## config.mk

```make
export PLATFORM = sky130hd
export DESIGN_NAME = sem_root
export DESIGN_NICKNAME = d
export VERILOG_FILES = /design/src/hw/rtl/sobel_edge_magnitude_macros.svh /design/src/hw/rtl/sem_pkg.sv /design/src/hw/rtl/sem_root.sv
export SDC_FILE = /design/constraint.sdc
export NUM_CORES = 1
export LEC_CHECK = 0
export BUFFER_PORTS_ARGS = -buffer_cell sky130_fd_sc_hd__buf_4
export CAP_MARGIN = 0
export CORE_MARGIN = 2
export CORE_UTILIZATION = 30
export DETAILED_ROUTE_END_ITERATION = 7
export GPL_ROUTABILITY_DRIVEN = 1
export SETUP_SLACK_MARGIN = 0.5
export SYNTH_ARGS = -nofsm -noshare
export SYNTH_HDL_FRONTEND = slang
export SYNTH_SLANG_ARGS = --single-unit
```

## constraint.sdc

```tcl
create_clock -name i_clk -period 9.3 [get_ports i_clk]
set_input_delay 1.86 -clock i_clk [delete_from_list [all_inputs] [get_ports i_clk]]
set_output_delay 1.86 -clock i_clk [all_outputs]
set_load 0.005 [all_outputs]
```

## src/hw/rtl/sobel_edge_magnitude_macros.svh

```systemverilog
// Assertion macros shared by the Sobel edge magnitude RTL.
`ifndef SOBEL_EDGE_MAGNITUDE_MACROS_SVH
`define SOBEL_EDGE_MAGNITUDE_MACROS_SVH

// Same-cycle implication, checked out of reset.
`define SEM_ASSERT_IMPL(label, ante, cons, msg) \
    label: assert property (@(posedge i_clk) disable iff (!i_rst_n) (ante) |-> (cons)) \
        else $error(msg);

// Next-cycle implication, checked out of reset.
`define SEM_ASSERT_NEXT(label, ante, cons, msg) \
    label: assert property (@(posedge i_clk) disable iff (!i_rst_n) (ante) |=> (cons)) \
        else $error(msg);

`endif

```

## src/hw/rtl/sem_pkg.sv

```systemverilog
// Types and constants for the Sobel edge magnitude block.
package sem_pkg;

    localparam int PIX_W       = 8;
    localparam int CFG_W       = 11;
    localparam int CFG_IDX_W   = 2;
    localparam int ROW_W       = 11;
    localparam int MAX_ROWS    = 1024;
    localparam int GRAD_W      = 10;
    localparam int SUM_W       = 21;
    localparam int ROOT_W      = 8;
    localparam int ROOT_STEP_W = 3;

    localparam logic [CFG_W-1:0] MIN_DIM      = 11'd3;
    localparam logic [CFG_W-1:0] MAX_HEIGHT   = CFG_W'(MAX_ROWS);
    localparam logic [CFG_W-1:0] RESET_WIDTH  = 11'd640;
    localparam logic [CFG_W-1:0] RESET_HEIGHT = 11'd480;

    localparam logic [CFG_IDX_W-1:0] CFG_IMAGE_WIDTH  = 2'd0;
    localparam logic [CFG_IDX_W-1:0] CFG_IMAGE_HEIGHT = 2'd1;

    localparam logic [ROOT_W-1:0] SAT_VALUE = 8'd255;
    localparam logic [SUM_W-1:0]  SQ_LIMIT  = 21'd65536;

    typedef struct packed {
        logic             action;
        logic [PIX_W-1:0] pixel;
    } t_in_item;

    typedef struct packed {
        logic [PIX_W-1:0] edge_value;
        logic             frame_last;
    } t_out_item;

    typedef enum logic [2:0] {
        S_IDLE,
        S_READ,
        S_GRAD,
        S_SQX,
        S_SQY,
        S_ROOT,
        S_OUT
    } t_state;

endpackage

```

## src/hw/rtl/sem_root.sv

```systemverilog
// Bit-serial integer square root, one result bit per cycle, saturated to 255.
module sem_root
    import sem_pkg::*;
(
    input  logic              i_clk,
    input  logic              i_rst_n,
    input  logic              i_start,
    input  logic [SUM_W-1:0]  i_sum,
    output logic              o_done,
    output logic [ROOT_W-1:0] o_root
);

    logic                   r_busy;
    logic                   r_done;
    logic [ROOT_STEP_W-1:0] r_bit;
    logic [SUM_W-1:0]       r_sum;
    logic [ROOT_W-1:0]      r_root;

    logic [ROOT_W-1:0]   trial;
    logic [2*ROOT_W-1:0] trial_sq;

    assign trial    = r_root | (ROOT_W'(1) << r_bit);
    assign trial_sq = trial * trial;

    always_ff @(posedge i_clk) begin
        if (!i_rst_n) begin
            r_busy <= 1'b0;
            r_done <= 1'b0;
            r_bit  <= '0;
        end else begin
            r_done <= 1'b0;
            if (i_start) begin
                r_busy <= 1'b1;
                r_bit  <= ROOT_STEP_W'(ROOT_W - 1);
            end else if (r_busy) begin
                r_bit <= r_bit - ROOT_STEP_W'(1);
                if (r_bit == '0) begin
                    r_busy <= 1'b0;
                    r_done <= 1'b1;
                end
            end
        end
    end

    always_ff @(posedge i_clk) begin
        if (i_start) begin
            r_sum  <= i_sum;
            r_root <= '0;
        end else if (r_busy && (SUM_W'(trial_sq) <= r_sum)) begin
            r_root <= trial;
        end
    end

    assign o_done = r_done;
    assign o_root = (r_sum >= SQ_LIMIT) ? SAT_VALUE : r_root;

endmodule

```

Yosys cells after proc, flatten, opt, wreduce, memory -nomap -nowiden
Index checks and enable logic that the tools add are counted.
{"block": "classes", "n_mul": 1, "reduce_logical": 4, "n_bitwise": 3, "addsub": 1, "order_cmp": 2, "mux": 7, "shift": 1}
{"operator": "21-bit by 17-bit >= comparator with 1-bit output, second input constant", "n": 1}
{"operator": "16-bit by 21-bit less-or-equal comparator with 1-bit output", "n": 1}
{"operator": "8-bit by 8-bit multiplier with 16-bit output", "n": 1}
{"operator": "8-bit 2-to-1 mux", "n": 1}
{"operator": "8-bit bitwise OR", "n": 1}
{"operator": "1-bit by 3-bit << shifter with 8-bit output, first input constant", "n": 1}
{"operator": "3-bit 2-to-1 mux", "n": 2}
{"operator": "1-bit 2-to-1 mux", "n": 4}
{"operator": "3-bit zero test", "n": 1}
{"operator": "3-bit OR reduction", "n": 1}
{"operator": "3-bit by 1-bit subtractor with 3-bit output, second input constant", "n": 1}
{"operator": "1-bit inverter", "n": 2}
{"operator": "2-bit nonzero test", "n": 1}
{"operator": "1-bit logical AND", "n": 1}
{"block": "word_totals", "word_cells": 24, "out_inout_bits": 9, "in_bits": 24, "register_bits": 34}

Depth between registers and ports, before layout
Gate-level depths: netlist (run 1).
{"block": "depth", "word_depth": 5, "mapped_depth": 26}

Worst setup path before layout (run 1)
No wires, ideal clock.
{"block": "synth_timing", "kind": "register -> register", "from": "reg r_bit[0]", "to": "reg r_root[0]", "required_ns": 9.229, "path_stages_with_launch": 25, "setup_slack_ns": 3.420, "arrival_time_ns": 5.809, "setup_ns": 0.071, "n_path_buf": 1, "cell_sequence": "dfxtp_1 inv_1 ha_1 a21oi_1 clkbuf_1 nand2b_1 inv_1 fa_1 fa_1 inv_1 fa_1 fa_1 inv_1 ha_1 o21ai_1 nand2b_1 a31o_2 a31oi_1 xnor2_1 ha_1 a21o_1 a21o_1 a211oi_2 o2111ai_1 a21oi_1"}
{"block": "synth_via", "elab_chain_cells": 5}
{"item": "start: declaration", "line_no": "sem_root.sv:15", "source": "logic [ROOT_STEP_W-1:0] r_bit;"}
{"item": "start signal: assignment", "line_no": "sem_root.sv:34", "source": "r_bit <= ROOT_STEP_W'(ROOT_W - 1);"}
{"item": "start signal: assignment", "line_no": "sem_root.sv:36", "source": "r_bit <= r_bit - ROOT_STEP_W'(1);"}
{"item": "1-bit by 3-bit << shifter with 8-bit output (*)", "line_no": "sem_root.sv:22", "source": "assign trial = r_root | (ROOT_W'(1) << r_bit);"}
{"item": "8-bit bitwise OR (*)", "line_no": "sem_root.sv:22"}
{"item": "8-bit by 8-bit multiplier with 16-bit output", "line_no": "sem_root.sv:23", "source": "assign trial_sq = trial * trial;"}
{"item": "16-bit by 21-bit less-or-equal comparator with 1-bit output", "line_no": "sem_root.sv:49", "source": "end else if (r_busy && (SUM_W'(trial_sq) <= r_sum)) begin"}
{"item": "1-bit logical AND", "line_no": "sem_root.sv:49"}
{"item": "end signal: assignment", "line_no": "sem_root.sv:50", "source": "r_root <= trial;"}
{"item": "end: declaration", "line_no": "sem_root.sv:17", "source": "logic [ROOT_W-1:0] r_root;"}
Mark *: on every way between the ends. The rest lies on a longest branch, timed or not.
A chain may end at the register's enable or synchronous reset.

Worst setup path in the final report (run 1)
{"block": "layout_timing", "from": "reg r_bit[0]", "to": "reg r_root[3]"}
The elaborated chain is that of the path after synthesis.

==> run metrics, run 1 <==
post-synthesis sequential area ratio=0.259; Max FO, Critical Path=11; Pwr Total=0.000513 W; Setup crit start=r_bit[0]; # nets final=499; Die H=roughly 110 um; Resize count post-CTS=0; clock buffer depth=2; initial antenna violation count=0; Post-synth EDFFs=21; met1 Use GR=0.154; largest net degree at the start of global routing=35; VDD IR-drop max=about 100 uV; critical path's slowest cell=a21oi_1; Mapped Nets=approximately 470; Via density=~5; full die area=12300 um2; RSZ-0062 raised after global routing=no; Max Cap Viol=0; fin crit share=0.743; Comb power frac=0.327; die span in x=111 um; H-tree depth=2; Row Count=39; relative slew slack=0.374; Int Power=around 0.00035 W; number of global-route vias before repair=~2700; CTS Hold Bufs=0; Leak=between 1.5 and 2 nW; Setup crit end kind=flip-flop; Max stage delay on crit path=740 ps; met3 GRT Util=0.0175; Avg Cell Area, Syn=9.24 um2; fin util=0.350; library cells used by synthesis=48; Hold WC Path Type=flip-flop to flip-flop; Synth Flop Type=edfxtp_1; mapped cell area=3440 um2; sw power=0.000165 W; setup TNS=0 ps; CTS Buf Count=5; Buf+Inv Stages, Crit Path=4; Top delay family on crit path=adder cells; post-route ant nets=0; fin crit period=a little under 7000 ps; top cells by area, synth=edfxtp_1 18%, ha_1 17%, fa_1 15%; GRT Max-Usage Layer=met2; total wire length=approximately 7300 um; ANT cells=0; sw frac=0.322; Cells after Synth=about 370; crit path DAT=7060 ps; # port buffers=32; Root Driver=clkbuf_16; GRT overflow=0; routed len/inst=13.3 um; met2 usage=0.219; hold_sp=r_root[4]; max-slew violations=0; PwrDens=around 130 nW/um2; Initial DRC Count=120; area delta synth->final=14.9%; ys async rst share=0; Final Setup Violations=0; Final GP Congestion=slightly above 0.8; worst-margin pin slew=around 940 ps; CTS tree=built; register-to-register path setup slack=~2400 ps; Residual DRC=0; sequential group share of total power=0.350; clock network fraction of design power=0.322; worst r2r src=r_bit[0]; crit path launch type=flip-flop; status=finished, final reports clean; top cell type's share of synthesized area=0.184; Setup CP Type=flip-flop to flip-flop; # clock sinks=34; via count=around 2700; fillcell total=1123; CP cell instances=inv_1 > ha_1 > a21oi_1 > nand2b_1 > inv_1 > fa_1 > fa_1 > inv_1 > fa_1 > fa_1 > inv_1 > ha_1 > o21ai_1 > a21oi_1 > o21a_1 > o211ai_1 > ha_1 > nand3_1 > nor4_1 > o211ai_1 > o211ai_1 > a21oi_1; drt first pass iters=4; largest area contributor in the netlist=edfxtp_1; number of I/O pins=33; core area=between 10000 and 15000 um2; fraction of layout cells with a size suffix above 1=0.127; Yosys reg bits=34; f_max=approximately 140 MHz; clock skew=approximately 2 ps; postcts setup bufs=0; clock-pin slew on the worst setup and hold paths=about 50 ps; first-pass GRT wire length=12400 um; Warnings, synthesis=0; Critical Path RT=between 9000 and 10000 ps; initial core utilization=0.305; HPWL Detailed=between 5000 and 6000 um; hold violation count in the final report=0; Skew-Pair Late Insertion Delay=about 280 ps; Tot GR Track Use=0.121
==> kinds of logic (layout without fill, tap and decap cells) <==
kind of cell | count (synthesis) | in the layout | share of synthesized area
AO/OA/AOI/OAI | 81 | 81 | 0.150
XOR/XNOR | 15 | 15 | 0.0382
adder cells (fa/ha/maj) | 73 | 73 | 0.320
buffers and inverters | 74 | 105 | 0.0867
flip-flops | 34 | 34 | 0.259
AND/OR/NAND/NOR | 95 | 95 | 0.145
==> metal layers <==
metal,part of all wire,vias to the layer above
met3,0.044,8
met4,0.013,0
met5,0,-
li1,-,1329
met2,0.50,50
met1,0.44,1286
==> final timing paths <==
kind / cells after the start / end
max: 22 / r_root[3]
min: 2 / r_root[4]
max reg2reg: 22 / r_root[3]
min reg2reg: 2 / r_root[4]
==> Yosys cell counts (all sizes together), types with 8 or more instances <==
library cell   n
dfxtp         13
o211ai        10
fa            25
edfxtp        21
o21ai         10
nand2         11
nor3           8
nor2          32
a21oi         34
inv           65
ha            48
nor2b          8
xnor2          9
or3           10
==> power by group through the flow <==
stage                     logic, W  registers, W  clock network, W
after floorplan           0.000124      0.000179                 0
after global placement    0.000164      0.000183                 0
after detailed placement  0.000169      0.000183                 0
after CTS                 0.000170      0.000180          0.000170
after global routing      0.000193      0.000181          0.000177
final                     0.000168      0.000180          0.000165
==> placed cells by master (no fill, tap or decap), drive strengths merged, types with 8 or more instances in the layout <==
master | Yosys | layout
clkbuf | 5 | 8
o211ai | 10 | 10
or3 | 10 | 10
nor3 | 8 | 8
edfxtp | 21 | 21
nor2b | 8 | 8
inv | 65 | 65
buf | 4 | 32
nand2 | 11 | 11
a21oi | 34 | 34
dfxtp | 13 | 13
xnor2 | 9 | 9
o21ai | 10 | 10
ha | 48 | 48
fa | 25 | 25
nor2 | 32 | 32
==> stage by stage <==
step / cells / hold WS [ps] / setup WS [ps] / instance area (um2)
4_1_cts: 546 / 547 / 2420 / 3950
2_1_floorplan: 372 / 505 / 3420 / 3440
3_3_place_gp: 538 / 544 / 2550 / 3800
3_5_place_dp: 538 / 539 / 2420 / 3800
6_report: 546 / 546 / 2390 / 3950
5_1_grt: 546 / 605 / 1950 / 3950
==> flip-flops by register name, summed over array words and instances, names as in the netlist <==
signal,flops
r_sum,21
r_root,8
r_bit,3
o_done,1
r_busy,1
==> worst reg2reg max path, delay by kind of cell (launching register included) <==
family          cells  cell delay [ps]
compound gates      8             2300
fa+ha+maj           7             2950
buf+inv             4              270
flops               1              390
simple gates        3              870
==> area by class of cell <==
class	instances	area (um2)	area share
multi-input cells	264	2250	0.569
repair buffers	32	240	0.0609
flip-flops and latches	34	891	0.226
inverters	65	244	0.0618
well taps	143	179	0.0453
clock buffers	8	146	0.0371
No activity file was read; power rests on OpenSTA's default activity.
==> run 2, diff against run 1 <==
==> constraint.sdc (replaced) <==
create_clock -name i_clk -period 6.4 [get_ports i_clk]
set_input_delay 1.28 -clock i_clk [delete_from_list [all_inputs] [get_ports i_clk]]
set_output_delay 1.28 -clock i_clk [all_outputs]
set_load 0.005 [all_outputs]
==> run metrics, run 2 (same netlist as run 1, synthesis figures left out) <==
status=finished, final reports clean; CP cell instances=inv_4 > ha_4 > a21oi_2 > buf_4 > or2_2 > fa_1 > inv_1 > fa_1 > fa_1 > inv_1 > fa_1 > inv_1 > ha_2 > or3_4 > o21a_1 > xor2_1 > ha_1 > nand4_1 > nor4_4 > o211ai_1 > buf_4 > o211ai_1 > a21oi_1; clock skew=5.48 ps (+3.50 ps); R2R depth=23 (+4.5%); largest reg by FF count=r_sum; die span in x=111 um (unchanged); Setup CP Type=flip-flop to flip-flop; Row Count=39 (unchanged); Final GP Congestion=0.789 (-4.1%); Final Setup Violations=0 (unchanged); core area=11300 um2 (unchanged); H-tree depth=2 (unchanged); Buf+Inv Stages, Crit Path=6 (+2); hold violation count in the final report=0 (unchanged); fraction of layout cells with a size suffix above 1=0.254 (+0.127); pre-CTS setup slack=191 ps (-2230 ps); most frequent cells in the layout=60 x inv_1, 51 x buf_4, 41 x ha_1, 28 x nor2_1, 27 x a21oi_1; full die area=12300 um2 (unchanged); GRT overflow=0 (unchanged); clock buffer depth=2 (unchanged); drt first pass iters=4 (unchanged); Largest regs=r_sum x21, r_root x8, r_bit x3; crit path launch type=flip-flop; fin crit period=5700 ps (-1220 ps); Die H=111 um (unchanged); # port buffers=32 (unchanged); critical path's slowest cell=fa_1; worst r2r src=r_bit[0]; Max stage delay on crit path=530 ps (-210 ps); VDD IR-drop max=161 uV (+54%); routed len/inst=13.3 um (-0.44%); initial core utilization=0.305 (unchanged); # nets final=518 (+3.8%); initial antenna violation count=0 (unchanged); worst-margin pin slew=459 ps (-479 ps); most common cell after layout, fill and taps aside=inv_1; Tot GR Track Use=0.121 (about the same); hold depth=2 (unchanged); Final WS setup=703 ps (-1680 ps); f_max=176 MHz (+21%); Setup crit end kind=flip-flop; ANT cells=0 (unchanged); Critical Path RT=6540 ps (-2910 ps); Skew-Pair Late Insertion Delay=280 ps (about the same); Max Cap Viol=0 (unchanged); R2R Path End=r_root[5]; number of I/O pins=33 (unchanged); # clock sinks=34 (unchanged); crit path DAT=5840 ps (-1220 ps); RSZ-0062 raised after global routing=no; hold_sp=r_root[1]; Leak=1.99 nW (+5.6%); HPWL Detailed=5910 um (+0.69%); relative slew slack=0.694 (+0.319); cell with the most instances on the worst path=fa_1; CTS Buf Count=5 (unchanged); max FFs per register=21 (unchanged); CTS tree=built; Via density=4.79 (-2.2%); register-to-register path setup slack=700 ps (-1680 ps); Initial DRC Count=149 (+24%); Residual DRC=0 (unchanged); number of global-route vias before repair=2660 (-3.0%); largest net degree at the start of global routing=35 (unchanged); Max FO, Critical Path=8 (-3); fin util=0.380 (+0.0302); hold endpoint=r_root[1]; PwrDens=181 nW/um2 (+39%); Root Driver=clkbuf_16; setup TNS=0 ps (unchanged); CP Depth=23 (+4.5%); Top delay family on crit path=adder cells; Hold WC Path Type=flip-flop to flip-flop; via count=2706 (+1.2%); fin crit share=0.890 (+0.147); area delta synth->final=24.8%; first-pass GRT wire length=12400 um (-0.23%); post-route ant nets=0 (unchanged); clock-pin slew on the worst setup and hold paths=50 ps (about the same); fillcell total=1112 (-0.98%); max-slew violations=0 (unchanged); total wire length=7500 um (+3.0%)
==> run 2: changes by cell type in the layout (fill, tap and decap cells not counted), moves of 3 or more <==
cell	delta
nor2_1	-3
dfxtp_1	-3
buf_4	+19
ha_1	-7
a21oi_1	-5
nor2_2	+3
a21oi_4	+3
ha_4	+3
o21ai_2	+3
ha_2	+4
==> run 2: worst max path at each step <==
stage,endpoint,startpoint,slack [ps]
6_report,r_root[5],r_bit[0],700
5_1_grt,r_root[0],r_bit[1],450
4_1_cts,r_root[0],r_bit[0],500
3_5_place_dp,r_root[0],r_bit[0],190
3_3_place_gp,r_root[0],r_bit[0],290
2_1_floorplan,r_root[0],r_bit[0],520
==> run 2: per-stage QoR <==
| step | area, um2 | total power, W | hold WS (ps) | instances |
|---|---|---|---|---|
| 3_3_place_gp | 3860 | 0.000515 | 545 | 546 |
| 3_5_place_dp | 3860 | 0.000521 | 546 | 546 |
| 5_1_grt | 4290 | 0.000831 | 622 | 565 |
| 2_1_floorplan | 3440 | 0.000440 | 505 | 372 |
| 6_report | 4290 | 0.000776 | 571 | 565 |
| 4_1_cts | 4050 | 0.000758 | 553 | 555 |
==> run 2: tightest hold or removal path, stage by stage, from the launching register on <==
cell and delay, ps:
dfxtp_1 340, a21oi_1 120, a21oi_1 70
==> run 2: layout make-up <==
cell class | instances | area, um2 | area share
repair buffers | 51 | 383 | 0.0893
flip-flops and latches | 34 | 900 | 0.210
well taps | 143 | 179 | 0.0417
multi-input cells | 264 | 2440 | 0.570
inverters | 65 | 246 | 0.0575
clock inverters | 2 | 8.76 | 0.00204
clock buffers | 6 | 129 | 0.0301
==> run 2: metal layers <==
layer / global-route usage / up-vias / share of wire
met5: 0 / - / 0
met3: 0.0159 / 6 / 0.030
met4: 0.0329 / 0 / 0.0087
met2: 0.204 / 49 / 0.51
li1: - / 1364 / -
met1: 0.165 / 1287 / 0.45
==> run 2: report_power, final <==
part | internal, W | switching (W)
Clock | 0.000142 | 0.0000853
Sequential | 0.000250 | 0.0000140
Combinational | 0.000127 | 0.000158
==> run 2: timing repair <==
| action | 4_1_cts | 5_1_grt |
|---|---|---|
| gates resized for setup | 10 | 40 |
| pin swaps | 4 | 19 |
| setup buffers | 1 | 10 |
| hold endpoints to repair | 0 | 0 |
| hold buffers | 0 | 0 |
| setup endpoints to repair | 8 | 8 |
